==> config.mk <==
export PLATFORM = sky130hd
export DESIGN_NAME = counting_semaphore_wait_queue
export DESIGN_NICKNAME = d
export VERILOG_FILES = /design/src/rtl/csq_pkg.sv /design/src/rtl/csq_ram.sv /design/src/rtl/counting_semaphore_wait_queue.sv
export SDC_FILE = /design/constraint.sdc
export NUM_CORES = 2
export LEC_CHECK = 0
export ABC_AREA = 0
export BUFFER_PORTS_ARGS = -buffer_cell sky130_fd_sc_hd__buf_4
export CORE_UTILIZATION = 37
export DETAILED_ROUTE_END_ITERATION = 8
export GPL_ROUTABILITY_DRIVEN = 0
export PLACE_DENSITY = 0.49
export SETUP_SLACK_MARGIN = 0.3
export SLEW_MARGIN = 20
export SYNTH_ARGS = -nofsm -noshare
export SYNTH_HDL_FRONTEND = slang
export SYNTH_SLANG_ARGS = --single-unit
==> constraint.sdc <==
create_clock -name clk_i -period 7.9 [get_ports clk_i]
set_input_delay 2.37 -clock clk_i [delete_from_list [all_inputs] [get_ports clk_i]]
set_output_delay 2.37 -clock clk_i [all_outputs]
set_load 0.02 [all_outputs]
==> src/rtl/csq_pkg.sv <==
`default_nettype none
package csq_pkg;

  localparam int unsigned AddrW = 4;

  localparam logic [1:0] RegMaxTokens  = 2'd0;
  localparam logic [1:0] RegInitTokens = 2'd1;
  localparam logic [1:0] RegFifoMode   = 2'd2;

  localparam logic [2:0] OpWait    = 3'd0;
  localparam logic [2:0] OpPoll    = 3'd1;
  localparam logic [2:0] OpSignal  = 3'd2;
  localparam logic [2:0] OpCancel  = 3'd3;
  localparam logic [2:0] OpDelete  = 3'd4;
  localparam logic [2:0] OpTimeout = 3'd5;

  localparam logic [3:0] StOk       = 4'd0;
  localparam logic [3:0] StBusy     = 4'd1;
  localparam logic [3:0] StTimedOut = 4'd2;
  localparam logic [3:0] StInvalid  = 4'd3;
  localparam logic [3:0] StCanceled = 4'd4;
  localparam logic [3:0] StAccess   = 4'd5;
  localparam logic [3:0] StPending  = 4'd6;
  localparam logic [3:0] StNoObject = 4'd7;
  localparam logic [3:0] StFull     = 4'd8;

  typedef struct packed {
    logic [3:0]         id;
    logic signed [31:0] need;
    logic [9:0]         prio;
  } entry_t;

  typedef struct packed {
    logic [3:0] id;
    logic [3:0] status;
  } result_t;

endpackage
`default_nettype wire

==> src/rtl/csq_ram.sv <==
`default_nettype none
module csq_ram #(
  parameter int unsigned Width = 8,
  parameter int unsigned Depth = 16
) (
  input  wire logic                                     clk_i,
  input  wire logic                                     we_i,
  input  wire logic [$clog2(Depth > 1 ? Depth : 2)-1:0] waddr_i,
  input  wire logic [Width-1:0]                         wdata_i,
  input  wire logic [$clog2(Depth > 1 ? Depth : 2)-1:0] raddr_i,
  output logic [Width-1:0]                              rdata_o
);

  logic [Width-1:0] mem [Depth];
  logic [Width-1:0] rdata_q;

  always_ff @(posedge clk_i) begin
    if (we_i) begin
      mem[waddr_i] <= wdata_i;
    end
    rdata_q <= mem[raddr_i];
  end

  assign rdata_o = rdata_q;

endmodule
`default_nettype wire

==> src/rtl/counting_semaphore_wait_queue.sv <==
`default_nettype none
// Channel   | Ports                                    | Handshake
// ----------+------------------------------------------+---------------------------------
// command   | opcode/requester_id/amount/priority_req/ | beat when start_i & !busy_o
//           | zero_timeout                             |
// result    | target_id/status/waiter_total/tokens_now | one beat per cycle with done_o
//           | /last                                    |
// config    | APB psel/penable/pwrite/paddr/pwdata     | write on access phase, pready = 1
//
// Wait, poll and a bad opcode stage their beat on acceptance. Signal, cancel,
// delete and timeout walk the queue RAM at one entry per cycle (no walk when the
// queue is empty); signal, cancel and delete then stage the caller's beat in a final
// state. A priority insert walks from the tail up to its slot. Results are staged in
// a result RAM and played out one per cycle after the walk, because every beat
// carries the final token count. Reset is asynchronous, active low, and needs no
// clearing pass. The receiver cannot stall; busy_o drops as the last beat is read
// out.
module counting_semaphore_wait_queue
  import csq_pkg::*;
#(
  parameter int unsigned MAX_WAITERS = 16
) (
  input  wire logic               clk_i,
  input  wire logic               rst_ni,
  input  wire logic               start_i,
  output logic                    busy_o,
  input  wire logic [2:0]         opcode_i,
  input  wire logic [3:0]         requester_id_i,
  input  wire logic signed [31:0] amount_i,
  input  wire logic [9:0]         priority_req_i,
  input  wire logic               zero_timeout_i,
  output logic                    done_o,
  output logic [3:0]              target_id_o,
  output logic [3:0]              status_o,
  output logic [4:0]              waiter_total_o,
  output logic signed [31:0]      tokens_now_o,
  output logic                    last_o,
  input  wire logic               psel,
  input  wire logic               penable,
  input  wire logic               pwrite,
  input  wire logic [AddrW-1:0]   paddr,
  input  wire logic [31:0]        pwdata,
  output logic [31:0]             prdata,
  output logic                    pready
);

  localparam int unsigned QW = $clog2(MAX_WAITERS > 1 ? MAX_WAITERS : 2);
  localparam int unsigned QL = $clog2(MAX_WAITERS + 1);
  localparam int unsigned RD = MAX_WAITERS + 1;
  localparam int unsigned RA = $clog2(RD);
  localparam int unsigned RC = $clog2(RD + 1);

  typedef enum logic [2:0] {
    S_IDLE, S_SIG, S_DRAIN, S_TMO, S_INS, S_INS0, S_FIN, S_EMIT
  } state_e;

  // configuration registers
  logic [30:0] max_q, init_q;
  logic        fifo_q;

  always_ff @(posedge clk_i or negedge rst_ni) begin
    if (!rst_ni) begin
      max_q  <= 31'd1;
      init_q <= 31'd0;
      fifo_q <= 1'b1;
    end else if (psel && penable && pwrite) begin
      unique case (paddr[3:2])
        RegMaxTokens:  max_q  <= pwdata[30:0];
        RegInitTokens: init_q <= pwdata[30:0];
        RegFifoMode:   fifo_q <= pwdata[0];
        default: ;
      endcase
    end
  end

  always_comb begin
    unique case (paddr[3:2])
      RegMaxTokens:  prdata = {1'b0, max_q};
      RegInitTokens: prdata = {1'b0, init_q};
      RegFifoMode:   prdata = {31'd0, fifo_q};
      default:       prdata = 32'd0;
    endcase
  end
  assign pready = 1'b1;

  // state
  state_e             state_q, state_d;
  logic signed [31:0] tok_q, tok_d;
  logic [QL-1:0]      len_q, len_d;
  logic               gone_q, gone_d;
  logic [2:0]         op_q, op_d;
  logic [3:0]         id_q, id_d;
  logic signed [31:0] amt_q, amt_d;
  logic [9:0]         prio_q, prio_d;
  logic [4:0]         wt_q, wt_d;
  logic [QL-1:0]      rd_q, rd_d;      // next queue read index
  logic               more_q, more_d;  // tail-down walk still reading
  logic               rv_q, rv_d;      // queue read data valid
  logic [QW-1:0]      p_q, p_d;        // index of entry in read data
  logic [QL-1:0]      w_q, w_d;        // compaction write index
  logic               found_q, found_d;
  logic [RC-1:0]      rcnt_q, rcnt_d;
  logic [RC-1:0]      ek_q, ek_d;
  logic               dv_q, dv_d;
  logic               lst_q, lst_d;

  // queue RAM
  logic          qwe;
  logic [QW-1:0] qwaddr, qraddr;
  entry_t        qwdata, qrdata;

  csq_ram #(.Width($bits(entry_t)), .Depth(MAX_WAITERS)) u_queue (
    .clk_i   (clk_i),
    .we_i    (qwe),
    .waddr_i (qwaddr),
    .wdata_i (qwdata),
    .raddr_i (qraddr),
    .rdata_o (qrdata)
  );

  // result staging RAM
  logic          rwe;
  logic [RA-1:0] rwaddr, rraddr;
  result_t       rwdata, rrdata;

  csq_ram #(.Width($bits(result_t)), .Depth(RD)) u_result (
    .clk_i   (clk_i),
    .we_i    (rwe),
    .waddr_i (rwaddr),
    .wdata_i (rwdata),
    .raddr_i (rraddr),
    .rdata_o (rrdata)
  );

  logic               last_ent;
  logic signed [32:0] sig_sum;
  entry_t             new_ent;

  assign last_ent = rv_q && (QL'(p_q) == len_q - QL'(1));
  assign sig_sum  = {tok_q[31], tok_q} + {amount_i[31], amount_i};
  assign new_ent  = '{id: id_q, need: amt_q, prio: prio_q};

  always_comb begin
    state_d = state_q;  tok_d = tok_q;    len_d = len_q;    gone_d = gone_q;
    op_d = op_q;        id_d = id_q;      amt_d = amt_q;    prio_d = prio_q;
    wt_d = wt_q;        rd_d = rd_q;      more_d = more_q;  rv_d = 1'b0;
    p_d = p_q;          w_d = w_q;        found_d = found_q;
    rcnt_d = rcnt_q;    ek_d = ek_q;      dv_d = 1'b0;      lst_d = 1'b0;
    qwe = 1'b0;  qwaddr = '0;  qwdata = new_ent;  qraddr = rd_q[QW-1:0];
    rwe = 1'b0;  rwaddr = rcnt_q[RA-1:0];  rwdata = '{id: id_q, status: StOk};
    rraddr = ek_q[RA-1:0];

    // forward walks share the read issue
    if (state_q == S_SIG || state_q == S_DRAIN || state_q == S_TMO) begin
      if (rd_q < len_q) begin
        rv_d = 1'b1;
        p_d  = rd_q[QW-1:0];
        rd_d = rd_q + QL'(1);
      end
    end

    unique case (state_q)
      S_IDLE: begin
        if (start_i) begin
          op_d = opcode_i;  id_d = requester_id_i;  amt_d = amount_i;
          prio_d = priority_req_i;
          wt_d = '0;  rcnt_d = '0;  ek_d = '0;  rd_d = '0;  w_d = '0;
          found_d = 1'b0;
          rwe = 1'b1;  rwaddr = '0;
          rwdata = '{id: requester_id_i, status: StOk};
          rcnt_d = RC'(1);
          state_d = S_EMIT;
          if (gone_q) begin
            rwdata.status = StNoObject;
          end else begin
            unique case (opcode_i)
              OpWait, OpPoll: begin
                if (tok_q >= amount_i) begin
                  tok_d = tok_q - amount_i;
                end else if (opcode_i == OpPoll) begin
                  rwdata.status = StBusy;
                end else if (zero_timeout_i) begin
                  rwdata.status = StTimedOut;
                end else if (len_q >= QL'(MAX_WAITERS)) begin
                  rwdata.status = StFull;
                end else begin
                  rwdata.status = StPending;
                  if (fifo_q || len_q == '0) begin
                    qwe = 1'b1;
                    qwaddr = len_q[QW-1:0];
                    qwdata = '{id: requester_id_i, need: amount_i,
                               prio: fifo_q ? 10'd0 : priority_req_i};
                    len_d = len_q + QL'(1);
                  end else begin
                    rd_d = len_q - QL'(1);
                    more_d = 1'b1;
                    state_d = S_INS;
                  end
                end
              end
              OpSignal: begin
                if (sig_sum > $signed({2'b00, max_q})) begin
                  rwdata.status = StInvalid;
                end else begin
                  tok_d = tok_q + amount_i;
                  rwe = 1'b0;  rcnt_d = '0;
                  state_d = (len_q == '0) ? S_FIN : S_SIG;
                end
              end
              OpCancel, OpDelete: begin
                wt_d = 5'(len_q);
                rwe = 1'b0;  rcnt_d = '0;
                if (len_q == '0) begin
                  len_d = '0;
                  if (opcode_i == OpCancel) begin
                    tok_d = amount_i[31] ? $signed({1'b0, init_q}) : amount_i;
                  end else begin
                    gone_d = 1'b1;
                  end
                  state_d = S_FIN;
                end else begin
                  state_d = S_DRAIN;
                end
              end
              OpTimeout: begin
                rwe = 1'b0;  rcnt_d = '0;
                state_d = (len_q == '0) ? S_IDLE : S_TMO;
              end
              default: rwdata.status = StInvalid;
            endcase
          end
        end
      end

      S_SIG: begin
        if (rv_q) begin
          if (qrdata.need <= tok_q) begin
            tok_d = tok_q - qrdata.need;
            rwe = 1'b1;
            rwdata = '{id: qrdata.id, status: StOk};
            rcnt_d = rcnt_q + RC'(1);
          end else begin
            qwe = 1'b1;
            qwaddr = w_q[QW-1:0];
            qwdata = qrdata;
            w_d = w_q + QL'(1);
          end
          if (last_ent) begin
            len_d = w_d;
            state_d = S_FIN;
          end
        end
      end

      S_DRAIN: begin
        if (rv_q) begin
          rwe = 1'b1;
          rwdata = '{id: qrdata.id, status: (op_q == OpCancel) ? StCanceled : StAccess};
          rcnt_d = rcnt_q + RC'(1);
          if (last_ent) begin
            len_d = '0;
            if (op_q == OpCancel) begin
              tok_d = amt_q[31] ? $signed({1'b0, init_q}) : amt_q;
            end else begin
              gone_d = 1'b1;
            end
            state_d = S_FIN;
          end
        end
      end

      S_TMO: begin
        if (rv_q) begin
          if (found_q) begin
            // close the gap left by the removed waiter
            qwe = 1'b1;
            qwaddr = p_q - QW'(1);
            qwdata = qrdata;
          end else if (qrdata.id == id_q) begin
            found_d = 1'b1;
            rwe = 1'b1;
            rwdata = '{id: id_q, status: StTimedOut};
            rcnt_d = rcnt_q + RC'(1);
          end
          if (last_ent) begin
            if (found_d) begin
              len_d = len_q - QL'(1);
              state_d = S_EMIT;
            end else begin
              state_d = S_IDLE;
            end
          end
        end
      end

      S_INS: begin
        // walk from the tail, shifting entries up until the slot is found
        qraddr = rd_q[QW-1:0];
        if (more_q) begin
          rv_d = 1'b1;
          p_d = rd_q[QW-1:0];
          if (rd_q == '0) begin
            more_d = 1'b0;
          end else begin
            rd_d = rd_q - QL'(1);
          end
        end
        if (rv_q) begin
          qwe = 1'b1;
          qwaddr = p_q + QW'(1);
          if (qrdata.prio <= prio_q) begin
            qwdata = new_ent;
            len_d = len_q + QL'(1);
            more_d = 1'b0;
            rv_d = 1'b0;
            state_d = S_EMIT;
          end else begin
            qwdata = qrdata;
            if (p_q == '0) begin
              more_d = 1'b0;
              rv_d = 1'b0;
              state_d = S_INS0;
            end
          end
        end
      end

      S_INS0: begin
        qwe = 1'b1;
        qwaddr = '0;
        qwdata = new_ent;
        len_d = len_q + QL'(1);
        state_d = S_EMIT;
      end

      S_FIN: begin
        rwe = 1'b1;
        rwdata = '{id: id_q, status: StOk};
        rcnt_d = rcnt_q + RC'(1);
        state_d = S_EMIT;
      end

      S_EMIT: begin
        if (ek_q < rcnt_q) begin
          dv_d = 1'b1;
          lst_d = (ek_q == rcnt_q - RC'(1));
          ek_d = ek_q + RC'(1);
          if (lst_d) begin
            state_d = S_IDLE;
          end
        end else begin
          state_d = S_IDLE;
        end
      end

      default: state_d = S_IDLE;
    endcase
  end

  always_ff @(posedge clk_i or negedge rst_ni) begin
    if (!rst_ni) begin
      state_q <= S_IDLE;
      tok_q   <= '0;
      len_q   <= '0;
      gone_q  <= 1'b0;
      wt_q    <= '0;
      rd_q    <= '0;
      more_q  <= 1'b0;
      rv_q    <= 1'b0;
      p_q     <= '0;
      w_q     <= '0;
      found_q <= 1'b0;
      rcnt_q  <= '0;
      ek_q    <= '0;
      dv_q    <= 1'b0;
      lst_q   <= 1'b0;
    end else begin
      state_q <= state_d;
      tok_q   <= tok_d;
      len_q   <= len_d;
      gone_q  <= gone_d;
      wt_q    <= wt_d;
      rd_q    <= rd_d;
      more_q  <= more_d;
      rv_q    <= rv_d;
      p_q     <= p_d;
      w_q     <= w_d;
      found_q <= found_d;
      rcnt_q  <= rcnt_d;
      ek_q    <= ek_d;
      dv_q    <= dv_d;
      lst_q   <= lst_d;
    end
  end

  always_ff @(posedge clk_i) begin
    op_q   <= op_d;
    id_q   <= id_d;
    amt_q  <= amt_d;
    prio_q <= prio_d;
  end

  assign busy_o         = (state_q != S_IDLE);
  assign done_o         = dv_q;
  assign target_id_o    = rrdata.id;
  assign status_o       = rrdata.status;
  assign waiter_total_o = wt_q;
  assign tokens_now_o   = tok_q;
  assign last_o         = dv_q & lst_q;

endmodule
`default_nettype wire
After elaboration in Yosys (flattened, before gate mapping):

Memories as Yosys holds them, arrays and structs flattened. A register that Yosys moved wholly into a read port is not among the register bits.
Cells that the tools add are included.

* bits in writable memories: 872
* output and inout port bits: 81
* register bits: 187
* word-level logic and storage cells: 351
* memories: 2
* bits of input ports: 92

* equal/unequal tests: 56
* reductions and logical operators: 39
* add/subtract/negate cells: 14
* bitwise operators: 1
* order comparisons: 7
* mux-type cells: 210

Memories
* u_queue.mem: depth 16, bits a word 46, rd ports 1, clocked after memory_dff 1, write ports 1, line csq_ram.sv:14 `logic [Width-1:0] mem [Depth];`
* u_result.mem: depth 17, bits a word 8, rd ports 1, clocked after memory_dff 1, write ports 1, line csq_ram.sv:14

Operators with widths (count)
* $mux 46: 14
* $mux 32: 11
* $mux 5: 44
* $pmux 32 s3: 2
* $pmux 46 s4: 1
* $pmux 31 s3: 1
* $mux 4: 22
* $mux 1: 65
* $sub 32x32->32: 2
* $mux 31: 2
* $mux 3: 15
* $pmux 5 s2: 4
* $ne 2x2->1 const B: 18
* $add 32x32->33: 1
* $gt 33x32->1: 1
* $ne 3x3->1 const B: 11
* $add 32x32->32: 1
* $ge 32x32->1: 1
* $le 32x32->1: 1
* $mux 8: 4
* $pmux 8 s4: 1
* $pmux 5 s6: 1
* $add 5x1->5 const B: 5
* $pmux 5 s5: 1
* 45 further kinds: 98

Logic depth before layout (Yosys ltp):

* word-level depth: 13
* gate-level depth with buffers: 25

Modules after synthesis:

From an unflattened synthesis, not the netlist that was laid out.

* cells, all modules: 3696
* area, all modules: 52412.8 um^2

By module, submodules not included
* csq_ram at u_queue: cells an instance 1191, times used 1, area each 28493.6 um^2, seq. area each 23022.1 um^2
* counting_semaphore_wait_queue: cells an instance 2251, times used 1, area each 18366.4 um^2, seq. area each 4927.2 um^2
* csq_ram at u_result: cells an instance 254, times used 1, area each 5552.8 um^2, seq. area each 4244.1 um^2

Least setup slack after synthesis:

Ideal clock, no wire load.

* path kind: input-to-reg
* from: input port amount_i[31]
* to: memory u_queue.mem[13][0] in the netlist's numbering, enable pin
* buffers on the path: 4
* setup slack: -1.659 ns
* stages on the path: 14
* setup time: 0.516 ns
* arrival time: 9.043 ns
* data required time: 7.384 ns
* cells stage by stage: clkbuf_1 -> buf_1 -> clkbuf_1 -> inv_1 -> ha_1 -> inv_1 -> nor4_1 -> nand3_1 -> o32a_1 -> o211ai_1 -> buf_2 -> nor2_2 -> a221o_1 -> nor3b_1

* cells in the longest elaborated chain, start to end: 8

Ends and longest elaborated chain
* from (decl): line counting_semaphore_wait_queue.sv:29 `input wire logic signed [31:0] amount_i,`
* $ge 32x32->1 *: line counting_semaphore_wait_queue.sv:178 `if (tok_q >= amount_i) begin`
* $mux 1: line counting_semaphore_wait_queue.sv:178
* $mux 1: line counting_semaphore_wait_queue.sv:176 `unique case (opcode_i)`
* $mux 1: line counting_semaphore_wait_queue.sv:173 `if (gone_q) begin`
* $mux 1: line counting_semaphore_wait_queue.sv:164 `if (start_i) begin`
* $pmux 1 s5: line counting_semaphore_wait_queue.sv:162 `unique case (state_q)`
* $mux 1: line csq_ram.sv:18 `if (we_i) begin`
* $mux 1 (not written as such): line csq_ram.sv:19 `mem[waddr_i] <= wdata_i;`
* to (decl): line csq_ram.sv:14

Mark *: on every way between the ends. The rest lies on a longest branch, timed or not.

Worst setup path in the final report:

* from: input port amount_i[1]
* to: register tok_q[4] (netlist: tokens_now_o[4])

* cells in the longest elaborated chain, start to end: 6

Ends and longest elaborated chain
* branches (longest 6 deep; another with $add 32x32->33)
* to (signal assigned): line counting_semaphore_wait_queue.sv:379 `tok_q <= tok_d;`
* to (decl): line counting_semaphore_wait_queue.sv:88 `logic signed [31:0] tok_q, tok_d;`

Several ways; the timed one is not identified. The select of a mux whose other input is x is not followed.
A chain may end at the register's enable or synchronous reset.

==> results <==
- Counting both buffers and inverters, the worst setup path holds a total of 4.
- The run finished with clean final reports.
- The worst vdd rail ir drop is 0.194 mV.
- Sorting the synthesized cells by area gives the leading types as edfxtp_1 53%, mux4_2 12%, dfrtp_1 6.5%.
- The total of endpoints with negative setup slack in the final report is 0.
- The register clock-pin slew on the reported worst setup and hold paths is 0.06 ns.
- The number of top-level pins is 173.
- For the worst setup path, the data required time is 8.55 ns.
- The H-tree generated during clock tree synthesis spans 3 levels.
- The post-CTS setup-driven buffer insertion count is 0.
- The share of post-route cells with drive strength above 1 is 0.224.
- The wire-length estimate of the detail-placed layout is 95.9 mm.
- In this run the power spent charging and discharging nets is 2.85 mW.
- The clock power share is 0.431.
- For this block, the initial DRC count from the detailed router was 2,748.
- The tool flagged a number of max-cap violations equal to 0.
- The critical path's largest stage delay is 0.71 ns.
- The portion of synthesized cell area occupied by the leading cell type is 0.529.
- In the synthesized netlist the async set-or-reset flop fraction comes to 0.124.
- The layout net count is 4,015.
- The clock tree root driver cell is clkbuf_16.
- The combinational share of power is 0.051.
- When the netlist entered floorplanning its net count stood at 3,809.
- The routed design has 150 mm of wire.
- The initial utilization of the core area, before any placement, comes to 0.374.
- For this run, design rule violations remaining after detail routing come to 0.
- For this run, the number of Yosys warnings is 0.
- The sequential group share of total power is 0.518.
- The count of flip-flops with a built-in enable after synthesis is 921.
- The number of nets with antenna violations after detailed routing is 0.
- The transition time at the pin with the least slew margin is 1.09 ns.
- Prior to clock tree synthesis, the placed netlist has a worst setup slack of -0.00170 ns.
- Port buffering added 167 buffers.
- At the end of the flow the core is filled with cells to 0.430.
- The final number of max-transition violations came to 0.
- In this run the cell area measured after placement is 0.0565 mm².
- The biggest area contributor in the post-synthesis netlist is edfxtp_1.
- On the final layout, the worst clock skew is 0.0625 ns.
- The data arrival time of the critical path is 7.76 ns.
- The time the final worst path needs with I/O delays and setup is 7.10 ns.
- The sequential cell area in the final layout is 0.0322 mm².
- The period utilization is 0.899.
- Setup repair after global routing left no endpoint under its margin.
- The die covers 0.143 mm².
- The number of antenna violations at the first check in global routing is 5.
- The minimum hold slack is 0.472 ns.
- The count of cells in the finished layout, fillers not included, comes to 5,742.
- The category of the worst setup path launch point is an input pin.
- The clock sink total is 1,113.
- The post-synthesis sequential area ratio is 0.615.
- In this run the vertical extent of the chip is 378 µm.
- The synthesized instance count is 3,557.
- The clock passes through at most 3 buffers.
- The leakage power figure is 21.4 nW.
- In the final layout, the multi-input gates occupy 0.0188 mm².
- From left edge to right edge, the die measures 378 µm.
- The post-detailed-route wirelength per cell is 26.1 µm.
- Across every metal layer, demand over resource in global routing totals 0.209.
- The number of hold buffers added after cts is 0.
- In this run the worst path has a maximum fanout of 32.
- TritonCTS built the clock tree.
- Entering global routing, the biggest net connects 142 pins.
- The internal portion of the total power is 9.62 mW.
- The final-layout fill cell count is 12,700.
- In this run, synthesis produced a sequential element count of 1,113.
- The netlist uses 98 different library cells.
- Relative to the synthesized area, the layout overhead comes to 15.1%.
- Summing over every cut layer, the via total after detailed routing is 31,900.
- The ratio of total power to cell area is 207 mW/mm².
- Counting the buffers created by CTS gives 115.
- The relative slew slack is 0.273.
- Clock latency on the worst-skew pair, taken at its later pin, is 0.76 ns.
- The signal on the critical path passes through buf_4, inv_1, ha_1, nor3b_1, o31ai_1, buf_4, a21oi_1, o31ai_1, o21ai_0, xnor2_1, ha_1, nand4_1, nor4_1, o21ai_0, or3b_2, o211a_1, nor2_1, o22ai_2, nand3_2, a21oi_4, buf_12, mux2_2.
- The path type of the worst min-delay path is flop to flop.
- The design draws 12.5 mW.
- With fillers left out, the area of the finished cells amounts to 0.0602 mm².
- The family with the most delay on the worst path is compound AO/OA/AOI/OAI gates.
- The worst setup path is of the input pin to flop kind.
- The instance count after placement with tap cells included is 5,522.
- The global-route wire length before repair is 219 mm.
- The initialized floorplan defines 137 standard-cell rows.
- After synthesis, the mean cell area works out to 14.7 µm².
- The number of hold-slack violations in the final timing report was 0.
- The number of gates given a new drive strength after cts is 0.
- The worst setup path is captured at a flop.
- Setup slack on the critical path of the routed design comes to 0.796 ns.
- After detailed routing, the number of vias per cell comes to 5.56.
- The via count of the first global-routing pass is 31,600.
- The upper clock frequency limit is 141 MHz.
- Summed over all failing endpoints, the final setup total negative slack is 0 ns.
- The number of detailed-routing iterations run before antenna repair is 6.
- The most used flip-flop cell after synthesis is edfxtp_1.
- The post-synth design cell area is 0.0523 mm².
- The total area inside the core boundary comes to 0.140 mm².
- The slowest library cell on the worst path is o31ai_1.
- The switching share of total power is 0.229.
- The total global routing overflow is 0.
-- routing by layer --
| layer | global-route usage | share of wire | vias up |
|---|---|---|---|
| li1 | - | - | 14400 |
| met1 | 0.307 | 0.47 | 16500 |
| met2 | 0.326 | 0.46 | 939 |
| met3 | 0.0310 | 0.058 | 151 |
| met4 | 0.0497 | 0.017 | 2 |
| met5 | 0 | 0.000060 | - |
-- cells in the mapped netlist (all sizes together) (8+ instances only) --
| master | number |
|---|---|
| edfxtp | 921 |
| mux4 | 270 |
| a21oi | 201 |
| nand2 | 200 |
| nor2 | 192 |
| inv | 172 |
| ha | 157 |
| o21ai | 152 |
| clkbuf | 136 |
| dfrtp | 136 |
| mux2i | 118 |
| nor3 | 74 |
| xnor2 | 70 |
| mux2 | 69 |
| buf | 63 |
| dfxtp | 54 |
| o22ai | 45 |
| a221o | 44 |
| nand3 | 43 |
| nand4 | 40 |
| xor2 | 27 |
| nor2b | 26 |
| o221ai | 25 |
| a21o | 22 |
| a31oi | 21 |
| nand2b | 20 |
| o21bai | 18 |
| o21a | 17 |
| o31ai | 17 |
| a211oi | 16 |
| nor4 | 16 |
| a221oi | 15 |
| a22oi | 15 |
| o211ai | 12 |
| nor3b | 10 |
| and2 | 9 |
| and3 | 8 |
| or3 | 8 |
-- final cells by class --
type                    instances  share of cell area
clock inverters                72              0.0107
inverters                     173              0.0108
clock buffers                 146              0.0513
diodes                          2           0.0000831
well taps                    1876              0.0390
flip-flops and latches       1113               0.535
multi-input cells            2072               0.313
repair buffers                288              0.0399
-- sequential cells by signal, summed over array words and instances (netlist names), 4 cells and up --
name and flops:
u_result.rdata_o 8, max_q 31, u_queue.mem 736, ek_q 5, init_q 31, id_q 4
u_result.mem 136, prio_q 10, rd_q 5, rcnt_q 5, waiter_total_o 5, amt_q 32
w_q 5, u_queue.rdata_o 46, tokens_now_o 32, p_q 4, len_q 5
-- final timing paths --
kind,cells after the start,to,slack [ns],start
max,22,tokens_now_o[4],0.80,amount_i[1]
min,1,u_result.rdata_o[7],0.47,u_result.mem[16][7]
max reg2reg,20,tokens_now_o[4],2.02,tokens_now_o[1]
min reg2reg,1,u_result.rdata_o[7],0.47,u_result.mem[16][7]
max in group asynchronous,2,rd_q[0],5.19,rst_ni
min in group asynchronous,1,max_q[11],1.52,rst_ni
-- worst reg2reg max path: cells and delay by family, from the launching register on --
family	cells	cell delay [ns]
AND/OR/NAND/NOR	6	1.11
XOR/XNOR	1	0.21
AO/OA/AOI/OAI	8	2.31
flip-flops	1	0.52
multiplexers	1	0.44
adder cells (fa/ha/maj)	2	0.73
buffers and inverters	2	0.45
-- power by group through the flow --
| stage | Sequential, mW | Combinational [mW] | Clock (mW) |
|---|---|---|---|
| CTS | 6.45 | 0.641 | 5.54 |
| floorplan | 6.52 | 0.401 | 0 |
| finish | 6.46 | 0.639 | 5.38 |
| global route | 6.46 | 0.707 | 5.73 |
| global placement | 6.58 | 0.632 | 0 |
| detailed placement | 6.58 | 0.638 | 0 |
-- cell usage in the layout, fill, tap and decap left out, types with 54 or more instances in the layout --
cell,count
dfxtp_1,54
ha_1,157
a21oi_1,199
nor2_1,176
mux2i_1,118
xnor2_1,70
nor3_1,67
buf_4,268
edfxtp_1,921
mux4_2,270
nand2_1,200
dfrtp_1,131
clkbuf_16,116
o21ai_0,147
inv_1,169
-- kinds of logic after synthesis --
| logic type | count (synthesis) | synth area share |
|---|---|---|
| buf+inv | 372 | 0.0280 |
| mux | 457 | 0.155 |
| simple gates | 674 | 0.0608 |
| xor+xnor | 97 | 0.0162 |
| compound gates | 682 | 0.0854 |
| fa+ha+maj | 160 | 0.0387 |
| other cells | 2 | 0.000144 |
| flops | 1113 | 0.615 |
Note: power is estimated with default switching activity, not from simulation.
